--- src/rtl/pohd_pkg.sv ---
`default_nettype none
package pohd_pkg;

	localparam int OFFSET_BITS_DEF = 40;
	localparam int NAME_BYTES_DEF  = 20;
	localparam int SIZE_W          = 64;
	localparam int SHIFT_W         = 7;

	localparam logic [SHIFT_W-1:0] SIZE_SHIFT_INIT = 7'd4;
	localparam logic [SHIFT_W-1:0] SIZE_SHIFT_STEP = 7'd7;

	localparam logic [1:0] KIND_HDR  = 2'd0;
	localparam logic [1:0] KIND_NAME = 2'd1;
	localparam logic [1:0] KIND_ERR  = 2'd2;

	localparam logic [1:0] ERR_NONE  = 2'd0;
	localparam logic [1:0] ERR_TYPE  = 2'd1;
	localparam logic [1:0] ERR_TRUNC = 2'd2;
	localparam logic [1:0] ERR_RANGE = 2'd3;

	localparam logic [2:0] TYPE_COMMIT = 3'd0;
	localparam logic [2:0] TYPE_TREE   = 3'd1;
	localparam logic [2:0] TYPE_BLOB   = 3'd2;
	localparam logic [2:0] TYPE_TAG    = 3'd3;
	localparam logic [2:0] TYPE_OFS    = 3'd4;
	localparam logic [2:0] TYPE_REF    = 3'd5;

	localparam logic [2:0] PACK_COMMIT = 3'd1;
	localparam logic [2:0] PACK_TREE   = 3'd2;
	localparam logic [2:0] PACK_BLOB   = 3'd3;
	localparam logic [2:0] PACK_TAG    = 3'd4;
	localparam logic [2:0] PACK_OFS    = 3'd6;
	localparam logic [2:0] PACK_REF    = 3'd7;

	typedef enum logic [2:0] {
		PH_IDLE,
		PH_SIZE,
		PH_OFS_FIRST,
		PH_OFS_MORE,
		PH_NAME
	} phase_t;

	typedef struct packed {
		logic       bad;
		logic [2:0] obj_type;
	} type_map_t;

	function automatic type_map_t map_type(input logic [2:0] code);
		type_map_t m;
		m.bad      = 1'b0;
		m.obj_type = TYPE_COMMIT;
		unique case (code)
			PACK_COMMIT: m.obj_type = TYPE_COMMIT;
			PACK_TREE:   m.obj_type = TYPE_TREE;
			PACK_BLOB:   m.obj_type = TYPE_BLOB;
			PACK_TAG:    m.obj_type = TYPE_TAG;
			PACK_OFS:    m.obj_type = TYPE_OFS;
			PACK_REF:    m.obj_type = TYPE_REF;
			default:     m.bad = 1'b1;
		endcase
		return m;
	endfunction

endpackage
`default_nettype wire

--- src/rtl/pack_object_header_decoder.sv ---
// Path: an accepted word sits in the input register; its result is then loaded into
//   the result register once that register can advance, and is offered from there.
// Throughput: one header byte per cycle; the decode step is a single pass between the two.
//   A stalled result holds both registers and stalls the input.
// Reset: arst_n clears the valid flags and the decode state; the decoder starts idle.
`default_nettype none
module pack_object_header_decoder
	import pohd_pkg::*;
#(
	parameter int OFFSET_BITS = OFFSET_BITS_DEF,
	parameter int NAME_BYTES  = NAME_BYTES_DEF
) (
	input  wire logic                   clk,
	input  wire logic                   arst_n,

	input  wire logic                   item_valid,
	output logic                        item_stall,
	input  wire logic                   start_flag,
	input  wire logic [OFFSET_BITS-1:0] position,
	input  wire logic [7:0]             data_byte,

	output logic                        result_valid,
	input  wire logic                   result_stall,
	output logic [1:0]                  result_kind,
	output logic [2:0]                  obj_type,
	output logic [SIZE_W-1:0]           object_size,
	output logic [OFFSET_BITS-1:0]      base_offset,
	output logic [7:0]                  name_byte,
	output logic [1:0]                  error_code,
	output logic                        last
);

	localparam int CNT_W = $clog2(NAME_BYTES + 1);
	localparam int OB    = OFFSET_BITS;

	logic                 valid_s1;
	logic                 start_s1;
	logic [OB-1:0]        pos_s1;
	logic [7:0]           byte_s1;
	logic                 adv_s1;

	phase_t               phase_q, phase_d;
	logic [2:0]           type_q, type_d;
	logic [SIZE_W-1:0]    size_q, size_d;
	logic [SHIFT_W-1:0]   shift_q, shift_d;
	logic [OB-1:0]        back_q, back_d;
	logic [OB-1:0]        ostart_q, ostart_d;
	logic [CNT_W-1:0]     cnt_q, cnt_d;

	logic                 hit;
	logic [1:0]           r_kind;
	logic [2:0]           r_type;
	logic [SIZE_W-1:0]    r_size;
	logic [OB-1:0]        r_base;
	logic [7:0]           r_name;
	logic [1:0]           r_err;
	logic                 r_last;

	logic                 res_valid_q;
	logic [1:0]           kind_q;
	logic [2:0]           otype_q;
	logic [SIZE_W-1:0]    osize_q;
	logic [OB-1:0]        base_q;
	logic [7:0]           name_q;
	logic [1:0]           err_q;
	logic                 last_q;

	assign adv_s1     = !res_valid_q || !result_stall;
	assign item_stall = valid_s1 && !adv_s1;

	// input register
	always_ff @(posedge clk or negedge arst_n) begin
		if (!arst_n) begin
			valid_s1 <= 1'b0;
		end else if (!item_stall) begin
			valid_s1 <= item_valid;
		end
	end

	always_ff @(posedge clk) begin
		if (!item_stall && item_valid) begin
			start_s1 <= start_flag;
			pos_s1   <= position;
			byte_s1  <= data_byte;
		end
	end

	// decode state
	always_ff @(posedge clk or negedge arst_n) begin
		if (!arst_n) begin
			phase_q  <= PH_IDLE;
			type_q   <= TYPE_COMMIT;
			size_q   <= '0;
			shift_q  <= SIZE_SHIFT_INIT;
			back_q   <= '0;
			ostart_q <= '0;
			cnt_q    <= '0;
		end else if (valid_s1 && adv_s1) begin
			phase_q  <= phase_d;
			type_q   <= type_d;
			size_q   <= size_d;
			shift_q  <= shift_d;
			back_q   <= back_d;
			ostart_q <= ostart_d;
			cnt_q    <= cnt_d;
		end
	end

	always_comb begin
		type_map_t        tm;
		logic             done;
		logic [6:0]       bits;
		logic [SIZE_W+6:0] sh_wide;
		logic [OB:0]      t_inc;
		logic [OB-1:0]    back_new;
		logic             ofs_ok;

		phase_d  = phase_q;
		type_d   = type_q;
		size_d   = size_q;
		shift_d  = shift_q;
		back_d   = back_q;
		ostart_d = ostart_q;
		cnt_d    = cnt_q;

		hit    = 1'b0;
		r_kind = KIND_HDR;
		r_type = TYPE_COMMIT;
		r_size = '0;
		r_base = '0;
		r_name = '0;
		r_err  = ERR_NONE;
		r_last = 1'b0;

		done     = 1'b0;
		bits     = byte_s1[6:0];
		tm       = map_type(byte_s1[6:4]);
		sh_wide  = {{SIZE_W{1'b0}}, bits} << shift_q[5:0];
		t_inc    = {1'b0, back_q} + {{OB{1'b0}}, 1'b1};
		back_new = {t_inc[OB-8:0], bits};
		ofs_ok   = 1'b1;

		if (start_s1) begin
			ostart_d = pos_s1;
			type_d   = tm.obj_type;
			size_d   = {{(SIZE_W-4){1'b0}}, byte_s1[3:0]};
			shift_d  = SIZE_SHIFT_INIT;
			back_d   = '0;
			cnt_d    = '0;
			if (tm.bad) begin
				type_d  = TYPE_COMMIT;
				phase_d = PH_IDLE;
				hit     = 1'b1;
				r_kind  = KIND_ERR;
				r_err   = ERR_TYPE;
				r_last  = 1'b1;
			end else if (byte_s1[7]) begin
				phase_d = PH_SIZE;
			end else begin
				done = 1'b1;
			end
		end else begin
			unique case (phase_q) inside
				PH_SIZE: begin
					if (shift_q[6] || (sh_wide[SIZE_W+6:SIZE_W] != '0)) begin
						phase_d = PH_IDLE;
						hit     = 1'b1;
						r_kind  = KIND_ERR;
						r_err   = ERR_RANGE;
						r_last  = 1'b1;
					end else begin
						size_d  = size_q | sh_wide[SIZE_W-1:0];
						shift_d = shift_q + SIZE_SHIFT_STEP;
						done    = !byte_s1[7];
					end
				end
				PH_OFS_FIRST, PH_OFS_MORE: begin
					if (phase_q == PH_OFS_FIRST) begin
						back_new = {{(OB-7){1'b0}}, bits};
						phase_d  = PH_OFS_MORE;
					end else if (t_inc[OB:OB-7] != '0) begin
						ofs_ok = 1'b0;
					end
					if (ofs_ok) begin
						back_d = back_new;
						if (!byte_s1[7]) begin
							if (back_new == '0 || back_new > ostart_q) begin
								ofs_ok = 1'b0;
							end else begin
								phase_d = PH_IDLE;
								hit     = 1'b1;
								r_type  = type_q;
								r_size  = size_q;
								r_base  = ostart_q - back_new;
								r_last  = 1'b1;
							end
						end
					end
					if (!ofs_ok) begin
						phase_d = PH_IDLE;
						hit     = 1'b1;
						r_kind  = KIND_ERR;
						r_err   = ERR_RANGE;
						r_last  = 1'b1;
					end
				end
				PH_NAME: begin
					cnt_d  = cnt_q + CNT_W'(1);
					r_last = (cnt_q >= CNT_W'(NAME_BYTES - 1));
					if (r_last) begin
						phase_d = PH_IDLE;
					end
					hit    = 1'b1;
					r_kind = KIND_NAME;
					r_type = type_q;
					r_size = size_q;
					r_name = byte_s1;
				end
				default: begin
				end
			endcase
		end

		if (done) begin
			if (type_d == TYPE_OFS) begin
				phase_d = PH_OFS_FIRST;
				back_d  = '0;
			end else if (type_d == TYPE_REF) begin
				phase_d = PH_NAME;
				cnt_d   = '0;
				hit     = 1'b1;
				r_type  = type_d;
				r_size  = size_d;
			end else begin
				phase_d = PH_IDLE;
				hit     = 1'b1;
				r_type  = type_d;
				r_size  = size_d;
				r_last  = 1'b1;
			end
		end

		// drop the new header's own result, report the cut-short one
		if (start_s1 && phase_q != PH_IDLE) begin
			hit    = 1'b1;
			r_kind = KIND_ERR;
			r_type = TYPE_COMMIT;
			r_size = '0;
			r_base = '0;
			r_name = '0;
			r_err  = ERR_TRUNC;
			r_last = 1'b1;
		end
	end

	// result register
	always_ff @(posedge clk or negedge arst_n) begin
		if (!arst_n) begin
			res_valid_q <= 1'b0;
		end else if (adv_s1) begin
			res_valid_q <= valid_s1 && hit;
		end
	end

	always_ff @(posedge clk) begin
		if (adv_s1 && valid_s1 && hit) begin
			kind_q  <= r_kind;
			otype_q <= r_type;
			osize_q <= r_size;
			base_q  <= r_base;
			name_q  <= r_name;
			err_q   <= r_err;
			last_q  <= r_last;
		end
	end

	assign result_valid = res_valid_q;
	assign result_kind  = kind_q;
	assign obj_type     = otype_q;
	assign object_size  = osize_q;
	assign base_offset  = base_q;
	assign name_byte    = name_q;
	assign error_code   = err_q;
	assign last         = last_q;

	a_stall_only_when_blocked: assert property (@(posedge clk) disable iff (!arst_n)
		item_stall |-> (result_valid && result_stall))
		else $error("input stalled while result side free");

	a_err_is_last: assert property (@(posedge clk) disable iff (!arst_n)
		(result_valid && result_kind == KIND_ERR) |-> (last && error_code != ERR_NONE
			&& object_size == '0 && base_offset == '0))
		else $error("error word malformed");

	a_name_type: assert property (@(posedge clk) disable iff (!arst_n)
		(result_valid && result_kind == KIND_NAME) |-> (obj_type == TYPE_REF))
		else $error("name word without reference delta type");

	a_hold_fresh: assert property (@(posedge clk) disable iff (!arst_n)
		(result_valid && result_stall) |=> (result_valid && $stable(result_kind)
			&& $stable(object_size) && $stable(last)))
		else $error("stalled result changed");

endmodule
`default_nettype wire
--- config.mk ---
export PLATFORM = sky130hd
export DESIGN_NAME = pack_object_header_decoder
export DESIGN_NICKNAME = d
export VERILOG_FILES = /design/src/rtl/pohd_pkg.sv /design/src/rtl/pack_object_header_decoder.sv
export SDC_FILE = /design/constraint.sdc
export NUM_CORES = 1
export LEC_CHECK = 0
export BUFFER_PORTS_ARGS = -buffer_cell sky130_fd_sc_hd__buf_2
export CORE_ASPECT_RATIO = 1.25
export CORE_UTILIZATION = 45
export CTS_CLUSTER_SIZE = 20
export DETAILED_ROUTE_END_ITERATION = 16
export PLACE_DENSITY_LB_ADDON = 0.25
export REMOVE_ABC_BUFFERS = 1
export SYNTH_ARGS = -nofsm -noshare
export SYNTH_HDL_FRONTEND = slang
export SYNTH_SLANG_ARGS = --single-unit
export TNS_END_PERCENT = 5
--- constraint.sdc ---
create_clock -name clk -period 13.04 [get_ports clk]
set_clock_uncertainty 0.1 [all_clocks]
set_input_delay 1.956 -clock clk [delete_from_list [all_inputs] [get_ports clk]]
set_output_delay 1.956 -clock clk [all_outputs]
set_load 0.03 [all_outputs]
# After elaboration in Yosys (flattened, before gate mapping)
# Cells that the tools add are included.
[word_totals]
register_bits = 333
input_bits = 53
out_inout_bits = 122
elab_cells = 162
[classes]
add_sub_neg = 4
order_cmp = 2
eq_ne = 16
shift = 1
mux = 89
n_bitwise = 4
n_reduce_logical = 27
[op_table]
columns = ["op", "n"]
rows = [
  ["two-way mux 64 bit", 9],
  ["two-way mux 40 bit", 8],
  ["one-hot mux 64 bit (2 select lines)", 1],
  ["left shift 7 x 6 -> 71 bit", 1],
  ["OR 64 bit", 1],
  ["two-way mux 3 bit", 21],
  ["adder 40 x 1 -> 41 bit, second input constant", 1],
  ["> comparator 40 bit", 1],
  ["logical NOT 40 bit", 1],
  ["subtractor 40 bit", 1],
  ["two-way mux 1 bit", 28],
  ["two-way mux 5 bit", 5],
  ["two-way mux 7 bit", 3],
  ["== test 3 bit, second input constant", 6],
  ["one-hot mux 3 bit (5 select lines)", 1],
  ["two-way mux 2 bit", 7],
  ["== test 3 x 2 -> 1 bit, second input constant", 4],
  ["inequality test 4 x 2 -> 1 bit, second input constant", 3],
  ["OR reduction 6 bit", 2],
  ["one-hot mux 3 bit (3 select lines)", 1],
  ["nonzero test 8 bit", 1],
  ["adder 7 x 3 -> 7 bit, second input constant", 1],
  ["nonzero test 7 bit", 1],
  ["== test 3 x 1 -> 1 bit, second input constant", 2],
  ["19 further kinds", 33],
]

# Depth between registers and ports, before layout
[logic_depth]
depth_word = 18
ltp_mapped = 21
mapped_depth_nobuf = 18

# Worst setup path before layout
# OpenSTA, ideal clock, no wires.
[synth_timing]
path_type = "register to register"
start = "register shift_q[0]"
end = "register base_q[0] (netlist: base_offset[0]) (enable)"
setup_time_ps = 670
arrival_ps = 8711
t_required_ps = 12270
path_slack_ps = 3559
path_stages_with_launch = 10
period_less_slack_ps = 9481
path_cell_list = "dfrtp_1 buf_1 mux2i_1 mux2i_1 o221ai_1 a21oi_1 nor2_1 or4_1 a21boi_0 a31oi_1"
[synth_between]
elab_chain_cells = 10
word_cells_on_any_way = 13
cone_classes = "shift: 1; mux: 9; reduce/logical: 3"
[synth_lines]
columns = ["element", "line_no", "text"]
rows = [
  ["from (decl)", "pack_object_header_decoder.sv:45", "logic [SHIFT_W-1:0] shift_q, shift_d;"],
  ["from (signal assigned)", "pack_object_header_decoder.sv:102", "shift_q <= shift_d;"],
  ["left shift 7 x 6 -> 71 bit (*)", "pack_object_header_decoder.sv:138", "sh_wide = {{SIZE_W{1'b0}}, bits} << shift_q[5:0];"],
  ["nonzero test 7 bit (*)", "pack_object_header_decoder.sv:165", "if (shift_q[6] || (sh_wide[SIZE_W+6:SIZE_W] != '0)) begin"],
  ["logical OR 1 bit (*)", "pack_object_header_decoder.sv:165", ""],
  ["two-way mux 1 bit", "pack_object_header_decoder.sv:165", ""],
  ["one-hot mux 1 bit (3 select lines)", "pack_object_header_decoder.sv:163", "unique case (phase_q) inside"],
  ["two-way mux 1 bit", "pack_object_header_decoder.sv:143", "if (start_s1) begin"],
  ["two-way mux 1 bit", "pack_object_header_decoder.sv:225", "if (type_d == TYPE_OFS) begin"],
  ["two-way mux 1 bit (*)", "pack_object_header_decoder.sv:224", "if (done) begin"],
  ["two-way mux 1 bit (*)", "pack_object_header_decoder.sv:244", "if (start_s1 && phase_q != PH_IDLE) begin"],
  ["logical AND 1 bit (*)", "pack_object_header_decoder.sv:266", "if (adv_s1 && valid_s1 && hit) begin"],
  ["to (signal assigned)", "pack_object_header_decoder.sv:270", "base_q <= r_base;"],
  ["to (decl)", "pack_object_header_decoder.sv:63", "logic [OB-1:0] base_q;"],
]
# Mark *: on every way between the ends. The rest lies on a longest branch, timed or not.
# A chain may end at the register's enable or synchronous reset.

# Final worst setup path
[layout_timing]
start = "register back_q[3]"
end = "register osize_q[2] (netlist: object_size[2]) (data pin)"
[layout_between]
elab_chain_cells = 13
word_cells_on_any_way = 19
cone_classes = "add/sub: 1; order compare: 1; mux: 14; reduce/logical: 3"
[layout_lines]
columns = ["element", "line_no", "text"]
rows = [
  ["from (decl)", "pack_object_header_decoder.sv:46", "logic [OB-1:0] back_q, back_d;"],
  ["from (signal assigned)", "pack_object_header_decoder.sv:103", "back_q <= back_d;"],
  ["adder 40 x 1 -> 41 bit (*)", "pack_object_header_decoder.sv:139", "t_inc = {1'b0, back_q} + {{OB{1'b0}}, 1'b1};"],
  ["two-way mux 40 bit", "pack_object_header_decoder.sv:178", "if (phase_q == PH_OFS_FIRST) begin"],
  ["two-way mux 40 bit", "pack_object_header_decoder.sv:163", ""],
  ["two-way mux 40 bit", "pack_object_header_decoder.sv:143", ""],
  ["> comparator 40 bit or logical NOT 40 bit (tied branches)", "pack_object_header_decoder.sv:187", "if (back_new == '0 || back_new > ostart_q) begin"],
  ["logical OR 1 bit", "pack_object_header_decoder.sv:187", ""],
  ["two-way mux 64 bit", "pack_object_header_decoder.sv:187", ""],
  ["two-way mux 64 bit", "pack_object_header_decoder.sv:186", "if (!byte_s1[7]) begin"],
  ["two-way mux 64 bit (*)", "pack_object_header_decoder.sv:184", "if (ofs_ok) begin"],
  ["one-hot mux 64 bit (2 select lines) (*)", "pack_object_header_decoder.sv:163", ""],
  ["two-way mux 64 bit (*)", "pack_object_header_decoder.sv:143", ""],
  ["two-way mux 64 bit", "pack_object_header_decoder.sv:225", ""],
  ["two-way mux 64 bit (*)", "pack_object_header_decoder.sv:224", ""],
  ["to (signal assigned)", "pack_object_header_decoder.sv:269", "osize_q <= r_size;"],
  ["to (decl)", "pack_object_header_decoder.sv:62", "logic [SIZE_W-1:0] osize_q;"],
]
# Mark *: on every way between the ends. The rest lies on a longest branch, timed or not. The select of a mux whose other input is x is not followed.

==> results.py <==
metrics = {
    "route": {
        "drt-initial-drc-count": 760,
        "wl_per_cell_um": 18.71,
        "postRouteAntennaNets": 0,
        "first_pass_iters": 5,
        "totalWireLength_um": 44150,
        "via_per_inst": 5.560,
        "vias": 13120,
        "drc": 0,
    },
    "worst_hold_path": {
        "worstHoldPathType": "reg2reg",
    },
    "yosys": {
        "synth.cell_area_mm2": 0.01669,
        "ys.flop_type": "edfxtp_1",
        "syn_inst": 1715,
        "synth_top_area_cell": "edfxtp_1",
        "synthSimpleGateAreaFrac_pct": 18.46,
        "ys_seq_elements": 333,
        "synth_edf_count": 169,
        "synth_top_family_by_area": "simple AND/OR/NAND/NOR gates",
        "yosysWarningCount": 0,
        "yosys-top-cells-area": "edfxtp_1 30%, dfrtp_1 24%, nand2_1 6.4%, nor2_1 5.1%, a21oi_1 4.9%",
        "synth.distinct_cells": 82,
        "async_flop_share_pct": 49.25,
        "yosys.area_share.xor_xnor_pct": 3.726,
        "synth.avg_cell_area_um2": 9.732,
        "synth_compound_area_share_pct": 14.99,
        "synth_fa_ha_area_share_pct": 3.343,
        "yosysTopAreaCellShare_pct": 30.40,
        "seq_area_frac_synth_pct": 55.00,
        "synth_mux_area_share_pct": 1.267,
    },
    "critical_path": {
        "rrSetupSlack_ps": 7330,
        "critPathMaxFanout": 60,
        "worstPathArrival_ps": 5870,
        "required_ps": 13200,
        "crit_type": "reg2reg",
        "end_kind": "flip-flop",
        "crit_path_start_kind": "flip-flop",
    },
    "global_route": {
        "use_met2_pct": 41.69,
        "gr-total-overflow": 0,
        "grt_busiest_layer": "met2",
        "grt_pass1_wl_um": 70660,
        "antenna_found_initial": 0,
        "track_usage_pct": 23.53,
        "grt_use_met1_pct": 29.10,
        "grt_pass1_vias": 13130,
        "grt_use_met3_pct": 2.725,
        "grt_max_degree": 106,
    },
    "place": {
        "postPlaceCellArea_mm2": 0.01792,
        "dp_slack_ps": 7366,
        "place_inst": 2293,
        "hpwl_um": 30970,
        "gp_congestion": 0.9518,
        "portBuffers": 174,
    },
    "pwr": {
        "power_density_mw_per_mm2": 189.5,
        "leakagePower_uw": 0.007981,
        "vdd_ir_drop_max_v": 0.0001011,
    },
    "sta": {
        "period_share_pct": 43.81,
        "setup_viol": 0,
        "final_max_slew_viol_count": 0,
        "hold_viol_final": 0,
        "max_freq_ghz": 0.1750,
        "setup_slack_ps": 7327,
        "relSlewSlack_pct": 21.19,
        "fin_crit_ps": 5713,
        "rsz0062_at_grt": "no",
        "worst_pin_slew_ps": 1173,
        "setup_tns_ps": 0,
    },
    "cells_and_area": {
        "fin_nets": 1949,
        "final_cell_area_mm2": 0.01912,
        "final_core_util_pct": 52.52,
        "drive_gt1_share_pct": 14.73,
        "insertedDiodeCount": 0,
        "layoutNonFillerInstCount": 2360,
        "area_growth_syn_to_layout_pct": 14.54,
    },
    "floorplanning": {
        "die_w_um": 174.3,
        "core_mm2": 0.03640,
        "rows": 78,
        "die_h_um": 217.3,
        "io_pins": 175,
        "initial_core_util_pct": 45.85,
        "die-area_mm2": 0.03787,
    },
    "clock_network": {
        "cts_tree": "yes",
        "hold_buffers": 0,
        "path_clk_slew_ps": 60,
        "clock_sink_count": 333,
        "cts_buffer_depth": 3,
        "cts_setup_buffers": 0,
        "numCtsBuffers": 37,
        "cts-root-buf": "clkbuf_16",
        "cts_resized": 0,
        "cts-htree-levels": 2,
        "clk_latency_ps": 530,
    },
    "run": {
        "maxCapViolCount": 0,
    },
    "outcome": {
        "status": "finished clean",
    },
}
state kept, by name (all words and copies together) (netlist names), 5 cells and up:
signal	flops
back_q	40
base_offset	40
byte_s1	8
cnt_q	5
name_byte	8
object_size	64
ostart_q	40
pos_s1	40
shift_q	7
size_q	64
layer usage:
layer | up-vias | part of all wire [%]
met2 | 359 | 50
met4 | 0 | 3.7
met3 | 101 | 4.3
met1 | 6326 | 42
met5 | - | 0
li1 | 6336 | -
cell usage after synthesis (all sizes together) (18+ instances only):
| library cell | n |
|---|---|
| a21o | 31 |
| a21oi | 164 |
| a31oi | 22 |
| buf | 18 |
| clkbuf | 72 |
| dfrtp | 163 |
| edfxtp | 169 |
| ha | 43 |
| inv | 42 |
| nand2 | 283 |
| nand3 | 40 |
| nand4 | 23 |
| nor2 | 228 |
| nor3 | 41 |
| o21ai | 112 |
| xnor2 | 41 |
| xor2 | 30 |
metrics by stage:
| step | total power, uW | hold slack (ps) |
|---|---|---|
| final | 3622 | 337.1 |
| after global routing | 3817 | 361.8 |
| after CTS | 3642 | 343.0 |
| after detailed placement | 2603 | 329.4 |
| after global placement | 2585 | 326.8 |
| after floorplan | 2264 | 314.6 |
area by class of cell:
type | instances | area (um^2)
tap | 480 | 600.6
clock inverter | 14 | 115.1
inverter | 44 | 165.2
multi-input combinational | 1248 | 6997
timing repair buffer | 188 | 982.2
fill | 3314 | 17280
clock buffer | 53 | 1079
sequential | 333 | 9180
cells in the final DEF, fill, tap and decap left out, types with 11 or more instances in the layout:
master and n:
a21o_1 31, edfxtp_1 169, dfrtp_1 163, a31oi_1 21, a21oi_1 164, buf_4 14, xor2_1 30, nor2b_1 12
nand2_1 283, and3_1 13, nor3_1 37, xnor2_1 41, o21ai_1 15, buf_2 173, nand3_1 39, nand4_1 21
inv_1 42, mux2i_1 11, ha_1 43, o21ai_0 97, nor2_1 226, clkbuf_16 39
final timing paths:
check                                      start                      endpoint  cells past startpoint
max reg2reg                back_q[3]$_DFFE_PN0P_  object_size[2]$_SDFFCE_PP0P_                     16
min reg2reg                 pos_s1[39]$_DFFE_PP_      ostart_q[39]$_DFFE_PN0P_                      2
max in group asynchronous                 arst_n      ostart_q[36]$_DFFE_PN0P_                      2
min in group asynchronous                 arst_n      ostart_q[15]$_DFFE_PN0P_                      1
min                         pos_s1[39]$_DFFE_PP_      ostart_q[39]$_DFFE_PN0P_                      2
max                        back_q[3]$_DFFE_PN0P_  object_size[2]$_SDFFCE_PP0P_                     16
worst max-delay path: stages, from the launching register on:
cell	delay (ps)
dfrtp_1	480
nand4_2	270
nor3_1	960
and3_1	530
a31oi_1	140
a41oi_1	320
ha_1	380
a21o_1	190
a21o_1	180
a21o_1	170
a21oi_1	130
o21ai_0	80
a21oi_1	310
nor3_1	220
nor3_4	210
buf_4	530
o21ai_1	170
report_power, final:
group	switching, uW	total, uW	internal [uW]
clock	427	1030	600
combinational	798	1190	392
sequential	122	1410	1280
cells by family after synthesis:
| group | Yosys count |
|---|---|
| buf+inv | 134 |
| xor+xnor | 71 |
| mux | 19 |
| flops | 333 |
| simple gates | 698 |
| compound gates | 416 |
| fa+ha+maj | 44 |
No activity file was read; power rests on OpenSTA's default activity.
